## src/jos_pkg.sv

```systemverilog
// ----------------------------------------------------------------------------
// jos_pkg
// Shared types, character codes and defaults for the JSON object splitter
// ----------------------------------------------------------------------------
package jos_pkg;

    localparam int JOS_MAX_DEPTH = 255;
    localparam int JOS_LEN_BITS  = 12;
    localparam int CFG_BITS      = 12;
    localparam logic [CFG_BITS-1:0] CFG_MAX_LEN_RESET = 12'd255;

    // register indexes
    localparam logic REG_MAX_OBJECT_LEN = 1'b0;

    // characters
    localparam logic [7:0] CH_NUL      = 8'h00;
    localparam logic [7:0] CH_QUOTE    = 8'h22;
    localparam logic [7:0] CH_BSLASH   = 8'h5C;
    localparam logic [7:0] CH_RBRACKET = 8'h5D;
    localparam logic [7:0] CH_LBRACE   = 8'h7B;
    localparam logic [7:0] CH_RBRACE   = 8'h7D;

    // result status codes
    localparam logic [1:0] ST_OBJ_BYTE  = 2'd0;
    localparam logic [1:0] ST_OBJ_END   = 2'd1;
    localparam logic [1:0] ST_ARRAY_END = 2'd2;
    localparam logic [1:0] ST_UNTERM    = 2'd3;

    typedef enum logic [1:0] {
        MODE_SEEK = 2'd0,
        MODE_OBJ  = 2'd1,
        MODE_DONE = 2'd2
    } scan_mode_t;

    typedef struct packed {
        logic [7:0] char_in;
        logic       restart;
    } item_t;

    typedef struct packed {
        logic       truncated;
        logic [1:0] status;
        logic       char_valid;
        logic [7:0] char_out;
    } result_t;

endpackage

```

## src/jos_cfg_regs.sv

```systemverilog
// ----------------------------------------------------------------------------
// jos_cfg_regs
// APB register file holding the object length limit
// ----------------------------------------------------------------------------
module jos_cfg_regs (
    input  logic                     aclk,
    input  logic                     aresetn,
    input  logic                     psel,
    input  logic                     penable,
    input  logic                     pwrite,
    input  logic [2:0]               paddr,
    input  logic [31:0]              pwdata,
    output logic [31:0]              prdata,
    output logic                     pready,
    output logic [jos_pkg::CFG_BITS-1:0] max_len
);
    import jos_pkg::*;

    logic [CFG_BITS-1:0] max_len_reg;
    logic [CFG_BITS-1:0] max_len_next;
    logic                wr_en;

    assign pready = 1'b1;
    assign wr_en  = psel && penable && pwrite && pready;

    always_comb begin
        max_len_next = max_len_reg;
        if (wr_en && (paddr[2] == REG_MAX_OBJECT_LEN)) begin
            max_len_next = pwdata[CFG_BITS-1:0];
        end
    end

    always_ff @(posedge aclk) begin
        if (!aresetn) begin
            max_len_reg <= CFG_MAX_LEN_RESET;
        end else begin
            max_len_reg <= max_len_next;
        end
    end

    always_comb begin
        prdata = 32'd0;
        if (paddr[2] == REG_MAX_OBJECT_LEN) begin
            prdata = {{(32-CFG_BITS){1'b0}}, max_len_reg};
        end
    end

    assign max_len = max_len_reg;

endmodule

```

## src/jos_framer.sv

```systemverilog
// ----------------------------------------------------------------------------
// jos_framer
// Scan state and per-byte framing logic: depth, string and escape tracking
// ----------------------------------------------------------------------------
module jos_framer #(
    parameter int MAX_DEPTH = jos_pkg::JOS_MAX_DEPTH,
    parameter int LEN_BITS  = jos_pkg::JOS_LEN_BITS
) (
    input  logic                         aclk,
    input  logic                         aresetn,
    input  logic                         step,
    input  jos_pkg::item_t               item,
    input  logic [jos_pkg::CFG_BITS-1:0] max_len,
    output logic                         has_result,
    output jos_pkg::result_t             result
);
    import jos_pkg::*;

    localparam int DEPTH_BITS = $clog2(MAX_DEPTH + 1);
    localparam int CMP_BITS   = (LEN_BITS > CFG_BITS) ? LEN_BITS : CFG_BITS;
    localparam logic [CMP_BITS-1:0] LEN_MASK = CMP_BITS'((1 << LEN_BITS) - 1);
    localparam logic [DEPTH_BITS-1:0] DEPTH_MAX = DEPTH_BITS'(MAX_DEPTH);

    scan_mode_t            mode_reg, mode_next;
    logic [DEPTH_BITS-1:0] depth_reg, depth_next;
    logic                  str_reg, str_next;
    logic                  esc_reg, esc_next;
    logic [LEN_BITS-1:0]   kept_reg, kept_next;

    scan_mode_t            mode_eff;
    logic                  in_obj;
    logic                  process;
    logic                  array_end;
    logic [7:0]            ch;
    logic [DEPTH_BITS-1:0] depth_base, depth_upd;
    logic                  str_base, str_upd;
    logic                  esc_base, esc_upd;
    logic [LEN_BITS-1:0]   kept_base;
    logic                  ended;
    logic [CMP_BITS-1:0]   cfg_ext, limit;
    logic                  keep;

    assign ch       = item.char_in;
    assign mode_eff = item.restart ? MODE_SEEK : mode_reg;
    assign in_obj   = (mode_eff == MODE_OBJ);
    assign process  = in_obj || ((mode_eff == MODE_SEEK) && (ch == CH_LBRACE));
    assign array_end = (mode_eff == MODE_SEEK) && ((ch == CH_NUL) || (ch == CH_RBRACKET));

    // a fresh object starts from cleared tracking state
    assign depth_base = in_obj ? depth_reg : '0;
    assign str_base   = in_obj ? str_reg : 1'b0;
    assign esc_base   = in_obj ? esc_reg : 1'b0;
    assign kept_base  = in_obj ? kept_reg : '0;

    always_comb begin
        depth_upd = depth_base;
        str_upd   = str_base;
        esc_upd   = esc_base;
        ended     = 1'b0;
        if (str_base) begin
            if (esc_base) begin
                esc_upd = 1'b0;
            end else if (ch == CH_BSLASH) begin
                esc_upd = 1'b1;
            end else if (ch == CH_QUOTE) begin
                str_upd = 1'b0;
            end
        end else if (ch == CH_QUOTE) begin
            str_upd = 1'b1;
        end else if (ch == CH_LBRACE) begin
            if (depth_base < DEPTH_MAX) begin
                depth_upd = depth_base + DEPTH_BITS'(1);
            end
        end else if (ch == CH_RBRACE) begin
            if (depth_base != '0) begin
                depth_upd = depth_base - DEPTH_BITS'(1);
            end
            ended = (depth_upd == '0);
        end
    end

    assign cfg_ext = CMP_BITS'(max_len);
    assign limit   = (cfg_ext > LEN_MASK) ? LEN_MASK : cfg_ext;
    assign keep    = CMP_BITS'(kept_base) < limit;

    // next state
    always_comb begin
        mode_next  = mode_reg;
        depth_next = depth_reg;
        str_next   = str_reg;
        esc_next   = esc_reg;
        kept_next  = kept_reg;
        if (item.restart) begin
            mode_next  = MODE_SEEK;
            depth_next = '0;
            str_next   = 1'b0;
            esc_next   = 1'b0;
            kept_next  = '0;
        end
        if (array_end) begin
            mode_next = MODE_DONE;
        end else if (process) begin
            if (ch == CH_NUL) begin
                mode_next = MODE_DONE;
            end else if (ended) begin
                mode_next  = MODE_SEEK;
                depth_next = '0;
                str_next   = 1'b0;
                esc_next   = 1'b0;
                kept_next  = '0;
            end else begin
                mode_next  = MODE_OBJ;
                depth_next = depth_upd;
                str_next   = str_upd;
                esc_next   = esc_upd;
                kept_next  = keep ? (kept_base + LEN_BITS'(1)) : kept_base;
            end
        end
    end

    always_ff @(posedge aclk) begin
        if (!aresetn) begin
            mode_reg  <= MODE_SEEK;
            depth_reg <= '0;
            str_reg   <= 1'b0;
            esc_reg   <= 1'b0;
            kept_reg  <= '0;
        end else if (step) begin
            mode_reg  <= mode_next;
            depth_reg <= depth_next;
            str_reg   <= str_next;
            esc_reg   <= esc_next;
            kept_reg  <= kept_next;
        end
    end

    // outputs
    always_comb begin
        has_result        = 1'b0;
        result.char_out   = 8'd0;
        result.char_valid = 1'b0;
        result.status     = ST_OBJ_BYTE;
        result.truncated  = 1'b0;
        if (array_end) begin
            has_result    = 1'b1;
            result.status = ST_ARRAY_END;
        end else if (process) begin
            has_result = 1'b1;
            if (ch == CH_NUL) begin
                result.status = ST_UNTERM;
            end else begin
                result.char_out   = keep ? ch : 8'd0;
                result.char_valid = keep;
                if (ended) begin
                    result.status    = ST_OBJ_END;
                    result.truncated = !keep;
                end
            end
        end
    end

endmodule

```

## src/json_object_splitter.sv

```systemverilog
// ----------------------------------------------------------------------------
// json_object_splitter
// Splits a JSON array body into objects, one text byte per request
// ----------------------------------------------------------------------------
// Takes one text byte per clock cycle while the output side is not stalled,
// and returns at most one result per byte through the result register.
// Bytes pass through an input register, the combinational framing update of
// the scan state (depth, string, escape and kept-byte count), and a result
// register; the feedback loop of that scan state sets the rate of one byte
// per cycle. Bytes outside an object, other than the NUL or ']' that ends
// the array, and all bytes after the array end until a restart, produce no result.
module json_object_splitter #(
    parameter int MAX_DEPTH = jos_pkg::JOS_MAX_DEPTH,
    parameter int LEN_BITS  = jos_pkg::JOS_LEN_BITS
) (
    input  logic        aclk,
    input  logic        aresetn,
    // input stream
    input  logic        s_tvalid,
    output logic        s_tready,
    input  logic [7:0]  s_tdata,   // [7:0] char_in
    input  logic [0:0]  s_tuser,   // [0] restart
    // result stream
    output logic        m_tvalid,
    input  logic        m_tready,
    output logic [7:0]  m_tdata,   // [7:0] char_out
    output logic [3:0]  m_tuser,   // [0] char_valid, [2:1] status, [3] truncated
    // configuration
    input  logic        psel,
    input  logic        penable,
    input  logic        pwrite,
    input  logic [2:0]  paddr,
    input  logic [31:0] pwdata,
    output logic [31:0] prdata,
    output logic        pready
);
    import jos_pkg::*;

    logic                in_valid_reg, in_valid_next;
    item_t               in_item_reg;
    logic                out_valid_reg, out_valid_next;
    result_t             out_res_reg;
    logic                step;
    logic                has_result;
    result_t             result;
    logic [CFG_BITS-1:0] max_len;

    jos_cfg_regs u_cfg (
        .aclk    (aclk),
        .aresetn (aresetn),
        .psel    (psel),
        .penable (penable),
        .pwrite  (pwrite),
        .paddr   (paddr),
        .pwdata  (pwdata),
        .prdata  (prdata),
        .pready  (pready),
        .max_len (max_len)
    );

    jos_framer #(
        .MAX_DEPTH (MAX_DEPTH),
        .LEN_BITS  (LEN_BITS)
    ) u_framer (
        .aclk       (aclk),
        .aresetn    (aresetn),
        .step       (step),
        .item       (in_item_reg),
        .max_len    (max_len),
        .has_result (has_result),
        .result     (result)
    );

    assign step     = in_valid_reg && (!out_valid_reg || m_tready);
    assign s_tready = !in_valid_reg || step;

    always_comb begin
        in_valid_next = in_valid_reg;
        if (s_tready) begin
            in_valid_next = s_tvalid;
        end
        out_valid_next = out_valid_reg;
        if (step) begin
            out_valid_next = has_result;
        end else if (m_tready) begin
            out_valid_next = 1'b0;
        end
    end

    always_ff @(posedge aclk) begin
        if (!aresetn) begin
            in_valid_reg  <= 1'b0;
            out_valid_reg <= 1'b0;
        end else begin
            in_valid_reg  <= in_valid_next;
            out_valid_reg <= out_valid_next;
        end
    end

    always_ff @(posedge aclk) begin
        if (s_tready && s_tvalid) begin
            in_item_reg.char_in <= s_tdata;
            in_item_reg.restart <= s_tuser[0];
        end
        if (step) begin
            out_res_reg <= result;
        end
    end

    assign m_tvalid = out_valid_reg;
    assign m_tdata  = out_res_reg.char_out;
    assign m_tuser  = {out_res_reg.truncated, out_res_reg.status, out_res_reg.char_valid};

endmodule
```

## config.mk

```make
export PLATFORM = sky130hd
export DESIGN_NAME = json_object_splitter
export DESIGN_NICKNAME = d
export VERILOG_FILES = /design/src/jos_pkg.sv /design/src/jos_cfg_regs.sv /design/src/jos_framer.sv /design/src/json_object_splitter.sv
export SDC_FILE = /design/constraint.sdc
export NUM_CORES = 1
export LEC_CHECK = 0
export BUFFER_PORTS_ARGS = -buffer_cell sky130_fd_sc_hd__buf_2
export CAP_MARGIN = 20
export CORE_MARGIN = 5
export CORE_UTILIZATION = 59
export CTS_CLUSTER_SIZE = 28
export DETAILED_ROUTE_END_ITERATION = 8
export PLACE_DENSITY_LB_ADDON = 0.15
export SYNTH_ARGS = -nofsm -noshare
export SYNTH_HDL_FRONTEND = slang
export SYNTH_SLANG_ARGS = --single-unit
```

## constraint.sdc

```tcl
create_clock -name aclk -period 11.1 [get_ports aclk]
set_input_delay 1.11 -clock aclk [delete_from_list [all_inputs] [get_ports aclk]]
set_output_delay 1.11 -clock aclk [all_outputs]
set_load 0.005 [all_outputs]
```

==> reports/results.txt <==
Area growth, synth to finish -> 8.35%
HP Class -> reg -> reg
Antenna cells -> 0
Vias -> 3802
Cell count after synthesis -> 494
Post-cts sizing count -> 0
Leakage -> 1.92 nW
Total wire length -> 9800 um
Hold-fix buffers, CTS -> 0
Slowest-stage cell, CP -> edfxtp_1
GRT Total Usage -> 23.7%
Vias in the first global route -> 3532
EDFF count, synth -> 21
Sequential share of the synthesized area -> 34.4%
Clock transition at the registers of the reported paths -> 0.07 ns
CTS H-Tree Depth -> 3
Die H -> 92.8 um
Post-synthesis mux area share -> 1.27%
Worst Path Required -> 11.37 ns
Crit-path cells -> nor3b_2, buf_4, and2_1, ha_1, o21a_1, o32a_1, a41o_1, nor2_2, nand4_1, or4b_1, a21oi_1
Worst r2r src -> in_item_reg[0]$_DFFE_PP_
DR pass1 iterations -> 5
Initial antenna violation count -> 0
Period utilisation layout -> 34.6%
Peak VDD IR -> 0.0842 mV
Port Buf Inserts -> 54
Final hold violation count -> 0
Setup CP Type -> reg -> reg
DP HPWL -> 6880 um
DIE WIDTH -> 92.8 um
Sink Count -> 59
Per-cell routed wire length -> 16.0 um
Top_reg_cell synth -> dfxtp_1
Layout cells sized above 1 -> 15.6%
Max Slew Vio Count -> 0
Clk_lat worst skew -> 0.35 ns
Initial core utilization -> 60.2%
CTS buffer count -> 9
Total Die Area -> 8610 um^2
Adder-Cell Fraction of Synth Area -> 4.64%
Critical Path Start -> in_item_reg[0]$_DFFE_PP_
Post-Route Setup TNS -> 0 ns
Clk_skew -> 0.00909 ns
Clock tree buffer depth -> 2
Congestion Overflow GR -> 0
Synth Cell Area -> 4050 um^2
Power per Cell Area -> 99.8 nW/um^2
Crit. End Element -> register
Nets -> 592
Worst Path Arrival -> 4.11 ns
Mean Syn Cell Area -> 8.19 um^2
Post-CTS Setup Bufs -> 0
Crit start category -> register
Unique masters post-synth -> 69
Worst-Margin Slew -> 0.993 ns
Buffer and inverter count on the worst path -> 1
Critical Path Fanout Max -> 29
Status -> finished clean
Iteration-0 DRC Markers -> 242
Global-route wire length before repair -> 16500 um
Vias per cell -> 6.22
DRC -> 0
Slew headroom -> 33.7%
Top Ports -> 98
Synth Area in Compound Gates -> 18.1%
GP Congestion -> 0.912
Post-synth ARST share -> 0%
Fmax -> 260 MHz
TritonCTS clock tree -> yes
Finished Core Util -> 65.2%
Antenna-violating nets left -> 0
Site Rows -> 30
Post-Synth XOR/XNOR Area -> 1.52%
RSZ-0062 raised after global routing -> no
Setup violations, final -> 0
Main combinational cell family by area after synthesis -> simple AND/OR/NAND/NOR gates
Synth Warn # -> 0
Largest net degree at the start of global routing -> 30
Minimum clock period after layout -> 3.84 ns
Max incr delay on CP -> 0.59 ns
Hold_sp -> u_cfg.max_len[9]$_SDFFE_PN0P_
Top delay family on crit path -> simple AND/OR/NAND/NOR gates
Post-Synth Simple-Gate Area -> 30.3%
#FFs+latches synth -> 59
CTS Root Cell -> clkbuf_8
Max-cap violations -> 0
Core Box Area -> 6720 um^2
## synth_stat cells, drive strengths merged (12+ instances only)
cell type | number | area, um^2
nor2 | 37 | 144
and3 | 12 | 75.1
dfxtp | 38 | 761
a21oi | 34 | 170
nand2 | 67 | 254
edfxtp | 21 | 631
and2 | 14 | 87.6
nand4 | 13 | 81.3
ha | 15 | 188
clkbuf | 22 | 82.6
buf | 32 | 219
inv | 23 | 86.3
nand3 | 12 | 60.1
## layer usage
layer / up-vias / wire, um / global-route usage, %
li1: 1839 / - / -
met1: 1747 / 4030 / 29.0
met2: 202 / 4810 / 40.0
met3: 14 / 846 / 6.17
met4: 0 / 117 / 8.18
met5: - / 0 / 0
## through the flow
step | hold WS, ns | setup WS, ns | std cells | cell area [um^2] | total power, mW
final | 0.455 | 7.26 | 611 | 4380 | 0.437
after global routing | 0.483 | 7.01 | 611 | 4380 | 0.453
after CTS | 0.457 | 7.30 | 610 | 4370 | 0.438
after detailed placement | 0.447 | 7.33 | 594 | 4200 | 0.262
after global placement | 0.443 | 7.44 | 594 | 4200 | 0.262
after floorplan | 0.436 | 7.62 | 513 | 4120 | 0.256
## cell families (layout without fill, tap and decap cells)
| kind of cell | Yosys count | in the layout |
|---|---|---|
| and+or+nand+nor | 223 | 223 |
| buffers and inverters | 77 | 95 |
| muxes | 5 | 5 |
| DFF | 59 | 59 |
| xor gates and xnor gates | 7 | 7 |
| adders and majority gates | 15 | 15 |
| AOI/OAI and AO/OA | 106 | 106 |
| other | 2 | 21 |
## worst register-to-register path: stages, from the launching register on
cell	delay, ns
edfxtp_1	0.59
nor3b_2	0.26
buf_4	0.33
and2_1	0.22
ha_1	0.24
o21a_1	0.17
o32a_1	0.17
a41o_1	0.33
nor2_2	0.56
nand4_1	0.23
or4b_1	0.50
a21oi_1	0.14
## power breakdown
group,internal (mW),switching [mW]
Sequential,0.228,0.00379
Combinational,0.00973,0.0163
Clock,0.0824,0.0971
Total,0.320,0.117
## cells in the final DEF (no fill, tap or decap), types with 5 or more instances in the layout
cell / n
o21ai_0: 6
buf_2: 54
nor4_1: 9
nor2b_1: 8
o211ai_1: 11
conb_1: 21
a31oi_1: 6
o22ai_1: 5
nand3_1: 12
nor3_1: 8
and2_1: 14
xor2_1: 6
inv_1: 23
a32oi_1: 7
ha_1: 15
dfxtp_1: 38
nand4_1: 13
clkbuf_8: 9
nand2b_1: 5
and3_1: 12
edfxtp_1: 21
nand2_1: 66
a22oi_1: 6
nor2_1: 35
a21oi_1: 34
## worst paths after layout
kind         slack (ns)                                 to  cells after the start
min                0.46      u_cfg.max_len[9]$_SDFFE_PN0P_                      2
max                7.26  u_framer.kept_reg[4]$_SDFFE_PN0P_                     11
min reg2reg        0.46      u_cfg.max_len[9]$_SDFFE_PN0P_                      2
max reg2reg        7.26  u_framer.kept_reg[4]$_SDFFE_PN0P_                     11
## area by class of cell
class | instances | area, um^2
fill | 565 | 2340
inverter | 23 | 86.3
clock inverter | 7 | 51.3
multi-input combinational | 377 | 2340
clock buffer | 9 | 124
sequential | 59 | 1390
tap | 80 | 100
timing repair buffer | 56 | 289
No activity file was read; power rests on OpenSTA's default activity.
